==> src/rtl/clb_pkg.sv <==
`timescale 1ns / 1ps
// ----------------------------------------------------------------------------
// clb_pkg
// Command and status codes, field widths and bus widths for the line buffer.
// ----------------------------------------------------------------------------
package clb_pkg;

	localparam int CMD_W       = 3;
	localparam int CH_W        = 8;
	localparam int POS_W       = 8;
	localparam int LEN_W       = 9;
	localparam int ST_W        = 2;
	localparam int IN_TDATA_W  = 16;
	localparam int OUT_TDATA_W = 32;
	localparam int OUT_PAD_W   = OUT_TDATA_W - CH_W - 2 * LEN_W;

	typedef enum logic [CMD_W-1:0] {
		CMD_INSERT    = 3'd0,
		CMD_LEFT      = 3'd1,
		CMD_RIGHT     = 3'd2,
		CMD_BACKSPACE = 3'd3,
		CMD_READ      = 3'd4
	} cmd_t;

	typedef enum logic [ST_W-1:0] {
		ST_OK       = 2'd0,
		ST_FULL     = 2'd1,
		ST_PAST_END = 2'd2
	} status_t;

endpackage

==> src/rtl/cursor_line_edit_buffer_top.sv <==
`timescale 1ns / 1ps
// A result word appears in the cycle after its command word is taken.
// Throughput: one command word per cycle while result words are taken; a result
// held back by the receiver stalls the command side until it goes.
// Single register stage: the indexed reads come through registered memory ports
// beside the result register, and both stack tops are held in registers of their own.
// Reset clears both counts and the result valid flag; the stack memories are not cleared.
// ----------------------------------------------------------------------------
// cursor_line_edit_buffer_top
// Gap buffer line editor: two character stacks either side of the cursor,
// with insert, cursor moves, backspace and indexed read.
// ----------------------------------------------------------------------------
module cursor_line_edit_buffer_top
	import clb_pkg::*;
#(
	parameter int CAPACITY = 256
) (
	input  logic                   clk,
	input  logic                   arst_n,
	input  logic                   s_axis_tvalid,
	output logic                   s_axis_tready,
	// ch [7:0], read_pos [15:8]
	input  logic [IN_TDATA_W-1:0]  s_axis_tdata,
	// cmd [2:0]
	input  logic [CMD_W-1:0]       s_axis_tuser,
	output logic                   m_axis_tvalid,
	input  logic                   m_axis_tready,
	// read_char [7:0], text_length [16:8], cursor_pos [25:17], zeros above
	output logic [OUT_TDATA_W-1:0] m_axis_tdata,
	// status [1:0]
	output logic [ST_W-1:0]        m_axis_tuser
);

	localparam int CW = $clog2(CAPACITY + 1);
	localparam int AW = $clog2(CAPACITY);
	localparam int EW = (CW > LEN_W) ? CW : LEN_W;
	localparam logic [CW-1:0] CAP_C = CW'(CAPACITY);

	logic [CH_W-1:0] left_mem  [CAPACITY];
	logic [CH_W-1:0] right_mem [CAPACITY];

	logic [CW-1:0]    lc_q, rc_q, lc_n, rc_n, lc_d, rc_d, len_c, len_n;
	logic             accept;
	cmd_t             cmd;
	logic [CH_W-1:0]  ch;
	logic [EW-1:0]    pos_e, len_e, lc_e, ridx;
	logic             lwe, rwe, rd_ok_n, sel_left_n;
	logic [AW-1:0]    lwaddr, rwaddr, lraddr, rraddr, ltaddr, rtaddr;
	logic [CH_W-1:0]  lwdata, rwdata;
	status_t          status_n;
	logic [CW-1:0]    lc_dm1, rc_dm1;
	logic [EW-1:0]    len_ne, lc_ne;

	logic [CH_W-1:0]  l_top_q, r_top_q, l_rd_q, r_rd_q;
	logic             out_valid_q, rd_ok_q, sel_left_q;
	logic [LEN_W-1:0] out_len_q, out_cur_q;
	status_t          out_status_q;
	logic [CH_W-1:0]  read_char;

	assign s_axis_tready = !out_valid_q || m_axis_tready;
	assign accept        = s_axis_tvalid && s_axis_tready;
	assign cmd           = cmd_t'(s_axis_tuser);
	assign ch            = s_axis_tdata[CH_W-1:0];

	assign len_c = lc_q + rc_q;
	assign pos_e = EW'(s_axis_tdata[CH_W +: POS_W]);
	assign len_e = EW'(len_c);
	assign lc_e  = EW'(lc_q);
	assign ridx  = len_e - pos_e - EW'(1);

	assign lraddr = pos_e[AW-1:0];
	assign rraddr = ridx[AW-1:0];

	always_comb begin
		lc_n       = lc_q;
		rc_n       = rc_q;
		lwe        = 1'b0;
		rwe        = 1'b0;
		lwaddr     = lc_q[AW-1:0];
		rwaddr     = rc_q[AW-1:0];
		lwdata     = ch;
		rwdata     = l_top_q;
		status_n   = ST_OK;
		rd_ok_n    = 1'b0;
		sel_left_n = pos_e < lc_e;
		unique case (cmd)
			CMD_INSERT: begin
				if (len_c >= CAP_C) begin
					status_n = ST_FULL;
				end else begin
					lwe  = 1'b1;
					lc_n = lc_q + CW'(1);
				end
			end
			CMD_LEFT: begin
				if (lc_q != '0 && rc_q < CAP_C) begin
					lc_n = lc_q - CW'(1);
					rc_n = rc_q + CW'(1);
					rwe  = 1'b1;
				end
			end
			CMD_RIGHT: begin
				if (rc_q != '0 && lc_q < CAP_C) begin
					rc_n   = rc_q - CW'(1);
					lc_n   = lc_q + CW'(1);
					lwe    = 1'b1;
					lwdata = r_top_q;
				end
			end
			CMD_BACKSPACE: begin
				if (lc_q != '0)
					lc_n = lc_q - CW'(1);
			end
			CMD_READ: begin
				if (pos_e < len_e)
					rd_ok_n = 1'b1;
				else
					status_n = ST_PAST_END;
			end
			default: begin
			end
		endcase
		lwe = lwe && accept;
		rwe = rwe && accept;
	end

	assign lc_d   = accept ? lc_n : lc_q;
	assign rc_d   = accept ? rc_n : rc_q;
	assign lc_dm1 = lc_d - CW'(1);
	assign rc_dm1 = rc_d - CW'(1);
	assign ltaddr = lc_dm1[AW-1:0];
	assign rtaddr = rc_dm1[AW-1:0];
	assign len_n  = lc_n + rc_n;
	assign len_ne = EW'(len_n);
	assign lc_ne  = EW'(lc_n);

	// left stack: push/pop port, top-of-stack port with write bypass, indexed read
	always_ff @(posedge clk) begin
		if (lwe)
			left_mem[lwaddr] <= lwdata;
		if (accept)
			l_rd_q <= left_mem[lraddr];
		if (lwe && lwaddr == ltaddr)
			l_top_q <= lwdata;
		else
			l_top_q <= left_mem[ltaddr];
	end

	always_ff @(posedge clk) begin
		if (rwe)
			right_mem[rwaddr] <= rwdata;
		if (accept)
			r_rd_q <= right_mem[rraddr];
		if (rwe && rwaddr == rtaddr)
			r_top_q <= rwdata;
		else
			r_top_q <= right_mem[rtaddr];
	end

	always_ff @(posedge clk or negedge arst_n) begin
		if (!arst_n) begin
			lc_q        <= '0;
			rc_q        <= '0;
			out_valid_q <= 1'b0;
		end else begin
			lc_q <= lc_d;
			rc_q <= rc_d;
			if (accept)
				out_valid_q <= 1'b1;
			else if (m_axis_tready)
				out_valid_q <= 1'b0;
		end
	end

	always_ff @(posedge clk) begin
		if (accept) begin
			out_len_q    <= len_ne[LEN_W-1:0];
			out_cur_q    <= lc_ne[LEN_W-1:0];
			out_status_q <= status_n;
			rd_ok_q      <= rd_ok_n;
			sel_left_q   <= sel_left_n;
		end
	end

	assign read_char     = !rd_ok_q ? '0 : (sel_left_q ? l_rd_q : r_rd_q);
	assign m_axis_tvalid = out_valid_q;
	assign m_axis_tdata  = {{OUT_PAD_W{1'b0}}, out_cur_q, out_len_q, read_char};
	assign m_axis_tuser  = out_status_q;

`ifndef ASSERT_OFF
	a_fill_bound: assert property (@(posedge clk) disable iff (!arst_n)
		(EW + 1)'(lc_q) + (EW + 1)'(rc_q) <= (EW + 1)'(CAPACITY))
		else $error("stack counts exceed capacity");

	a_result_follows: assert property (@(posedge clk) disable iff (!arst_n)
		accept |=> out_valid_q)
		else $error("accepted command produced no result");

	a_stall_blocks: assert property (@(posedge clk) disable iff (!arst_n)
		(out_valid_q && !m_axis_tready) |-> !s_axis_tready)
		else $error("command taken while result stalled");

	a_left_move: assert property (@(posedge clk) disable iff (!arst_n)
		(accept && cmd == CMD_LEFT && lc_q != '0) |=>
		(lc_q == $past(lc_q) - CW'(1) && rc_q == $past(rc_q) + CW'(1)))
		else $error("cursor left did not move one character across");

	a_insert_count: assert property (@(posedge clk) disable iff (!arst_n)
		(accept && cmd == CMD_INSERT && len_c < CAP_C) |=>
		(lc_q == $past(lc_q) + CW'(1) && rc_q == $past(rc_q)))
		else $error("insert did not grow left stack by one");
`endif

endmodule

==> config.mk <==
export PLATFORM = sky130hd
export DESIGN_NAME = cursor_line_edit_buffer_top
export DESIGN_NICKNAME = d
export VERILOG_FILES = /design/src/rtl/clb_pkg.sv /design/src/rtl/cursor_line_edit_buffer_top.sv
export SDC_FILE = /design/constraint.sdc
export NUM_CORES = 2
export LEC_CHECK = 0
export ABC_CLOCK_PERIOD_IN_PS = 17050
export BUFFER_PORTS_ARGS = -buffer_cell sky130_fd_sc_hd__buf_2
export CAP_MARGIN = 0
export CORE_MARGIN = 2
export CORE_UTILIZATION = 35
export CTS_BUF_LIST = sky130_fd_sc_hd__clkbuf_4 sky130_fd_sc_hd__clkbuf_8
export DETAILED_ROUTE_END_ITERATION = 10
export GPL_ROUTABILITY_DRIVEN = 1
export RECOVER_POWER = 50
export SLEW_MARGIN = 0
export SYNTH_ARGS = -nofsm -noshare
export SYNTH_HDL_FRONTEND = slang
export SYNTH_SLANG_ARGS = --single-unit
==> constraint.sdc <==
create_clock -name clk -period 17.05 [get_ports clk]
set_input_delay 0.8525 -clock clk [delete_from_list [all_inputs] [get_ports clk]]
set_output_delay 0.8525 -clock clk [all_outputs]
set_load 0.005 [all_outputs]
==> reports/qor.yml <==
outcome:
  status: "finished with violations"
  violations: "capacitance limit, slew limit"
critical_path:
  cp_data_arrival_time_ns: 11.78
  critPathMaxFanout: 42
  rrSetupSlack_ns: 9.02
  crit_required_ns: 18.02
  worstPathCellList: "clkbuf_1 -> clkbuf_1 -> clkbuf_1 -> mux4_2 -> mux4_2 -> mux4_2 -> mux4_2"
  worst_setup_path_start_kind: "primary input"
  crit_top_cell: "mux4_2"
  worstSetupEndpointType: "flop"
  slowest_stage: "clkbuf_1"
  critical_path_class: "in2reg"
  worst_path_largest_cell_delay_ns: 2.95
sta:
  setup_viol: 0
  hold_violations: 0
  rsz0062_at_grt: "false"
  fin_crit_sh_pct: 63.5
  drv_slew: 304
  worst_slew_pin_slew_ns: 4.27
  period_needed_ns: 10.82
  max-slew-margin-rel_pct: -185
  fmax_ghz: 0.0924
  skew_ns: 0.163
  fin_tns_setup_ns: 0
die:
  die_area_um2: 561000
  io_pins: 59
  rows: 273
  coreArea_um2: 553000
  initial_core_util_pct: 35.2
  die_h_um: 749
  chipWidth_um: 749
detailed_routing:
  first_pass_iters: 6
  num_vias: 103000
  ant_nets: 0
  wl_per_cell_um: 34.6
  via_per_inst: 6.09
  drt_iter0_drc: 13700
  wl_um: 583000
  route.detailed.drc: 0
job:
  cap_violations: 12
clock_network:
  cts_tree: "done"
  postCtsSetupRepairBufs: 0
  cts.clk_slew.worst_paths_ns: 0.07
  ctsHtreeMaxLevel: 6
  clock-sinks: 4169
  ctsRootBufferMaster: "clkbuf_8"
  cts_resized: 0
  clkLatencyLatePin_ns: 1.32
  cts_buffers: 700
  cts_max_path_buffers: 4
grt:
  antenna_found_initial: 58
  grt_pass1_vias: 107000
  grt_max_degree: 233
  grt_overflow: 0
  track_usage_pct: 20.4
  grt_pass1_wl_um: 817000
cells_and_area:
  drive_gt1_share_pct: 41.8
  syn2layout_area_growth_pct: 11.4
  final_net_count: 9083
synth:
  synth.cell_area_um2: 194000
  async_flop_share_pct: 0.456
  yosysSeqAreaShare_pct: 64.3
  synth.avg_cell_area_um2: 22.3
  synth-edff-count: 4134
  ys_warn_count: 0
  synthCells: 8715
  synthDistinctLibCells: 75
  synth_seq_cells: 4169
  ys.flop_type: "edfxtp_1"
placement:
  gp_congestion: 0.869
  portBuffers: 52
  dp_hpwl_um: 359000
worst_hold_path:
  min_path_type: "in2reg"
[layout make-up]
type / instances / area (um2)
inverters: 49 / 191
clock inverters: 354 / 2490
flip-flops and latches: 4169 / 125000
diodes: 19 / 47.5
repair buffers: 293 / 2030
fillers: 48500 / 336000
clock buffers: 911 / 11200
well taps: 7287 / 9120
multi-input cells: 3796 / 66500
[metrics by stage]
| stage | setup WS [ns] | hold slack [ns] | area [um2] | std cells | util [%] |
|---|---|---|---|---|---|
| after CTS | 9.00 | 0.139 | 217000 | 16900 | 39.2 |
| final | 6.23 | 0.264 | 217000 | 16900 | 39.2 |
| after floorplan | 3.15 | 0.544 | 194000 | 8720 | - |
| after detailed placement | 8.69 | 0.533 | 203000 | 15600 | 36.7 |
| after global routing | 4.90 | 0.242 | 217000 | 16900 | 39.2 |
| after global placement | 8.68 | 0.519 | 203000 | 15600 | 36.7 |
[flip-flops by register name, summed over array words and instances, names as in the netlist, 2 cells and up, named ones only]
| name | flops |
|---|---|
| m_axis_tuser | 2 |
| l_rd_q | 8 |
| rc_q | 9 |
| out_cur_q | 9 |
| left_mem | 2048 |
| r_rd_q | 8 |
| lc_e | 9 |
| out_len_q | 9 |
| right_mem | 2048 |
[synthesized netlist by cell type (5+ instances only)]
cell type | n | area share (%)
edfxtp_1 | 4134 | 64
buf_1 | 118 | 0.23
and2_1 | 9 | 0.029
ha_1 | 48 | 0.31
a21o_1 | 13 | 0.050
dfrtp_1 | 19 | 0.24
and3_1 | 9 | 0.029
nor3_1 | 22 | 0.057
o211ai_1 | 7 | 0.027
nand3_1 | 19 | 0.049
dfxtp_1 | 16 | 0.16
clkbuf_1 | 425 | 0.82
a21oi_1 | 58 | 0.15
xor2_1 | 16 | 0.072
buf_2 | 153 | 0.39
o21bai_1 | 7 | 0.027
or3_1 | 5 | 0.016
inv_1 | 47 | 0.091
nand2b_1 | 8 | 0.026
a22oi_1 | 66 | 0.25
nand2_1 | 81 | 0.16
nor2b_1 | 25 | 0.080
nor4_1 | 9 | 0.029
mux2i_1 | 10 | 0.051
o21ai_0 | 25 | 0.064
nand4_1 | 7 | 0.023
nor2_1 | 562 | 1.1
buf_4 | 6 | 0.023
mux4_2 | 2680 | 31
a31oi_1 | 5 | 0.016
xnor2_1 | 35 | 0.16
[kinds of logic after synthesis]
family          Yosys count  share of synthesized area [%]
compound gates          219                          0.785
fa+ha+maj                51                          0.340
simple gates            777                           1.67
buf+inv                 755                           1.58
xor+xnor                 52                          0.238
flops                  4169                           64.3
other cells               1                        0.00193
mux                    2691                           31.1
[per-layer routing]
layer	global-route usage, %	up-vias	share of wire [%]
li1	-	39500	-
met4	7.53	34	4.0
met5	0	-	0.041
met3	5.71	1123	11
met1	27.1	56000	38
met2	32.0	6154	47
[cell usage in the layout (no fill, tap or decap), drive strengths merged, types with 8 or more instances in the layout]
cell,count
a21o,13
a21oi,59
a22oi,67
and2,10
and3,9
buf,201
bufinv,19
clkbuf,999
clkinv,290
clkinvlp,10
dfrtp,19
dfxtp,16
diode,19
edfxtp,4134
ha,48
inv,84
mux2i,10
mux4,2680
nand2,81
nand2b,8
nand3,20
nor2,563
nor2b,25
nor3,22
nor4,13
o21ai,29
xnor2,36
xor2,16
[critical path: cells and delay by family]
family / cells / cell delay [ns]
multiplexers: 4 / 2.41
buffers and inverters: 3 / 8.33
[what timing repair did]
| item | CTS | global route |
|---|---|---|
| hold buffers | 4 | 0 |
| hold endpoints to repair | 21 | 0 |
| setup endpoints to repair | 0 | 0 |
[worst paths after layout]
kind	end	from	depth (start not counted)
max	l_rd_q[2]	s_axis_tdata[8]	7
min	m_axis_tuser[1]	s_axis_tuser[1]	4
max reg2reg	r_rd_q[7]	lc_e[1]	11
min reg2reg	rc_q[8]	rc_q[8]	2
max in group asynchronous	m_axis_tvalid	arst_n	2
min in group asynchronous	lc_e[2]	arst_n	2
Power is left out: the tool's default activity adds up to more than one toggle a clock period on the data nets, which glitch-free logic cannot reach.
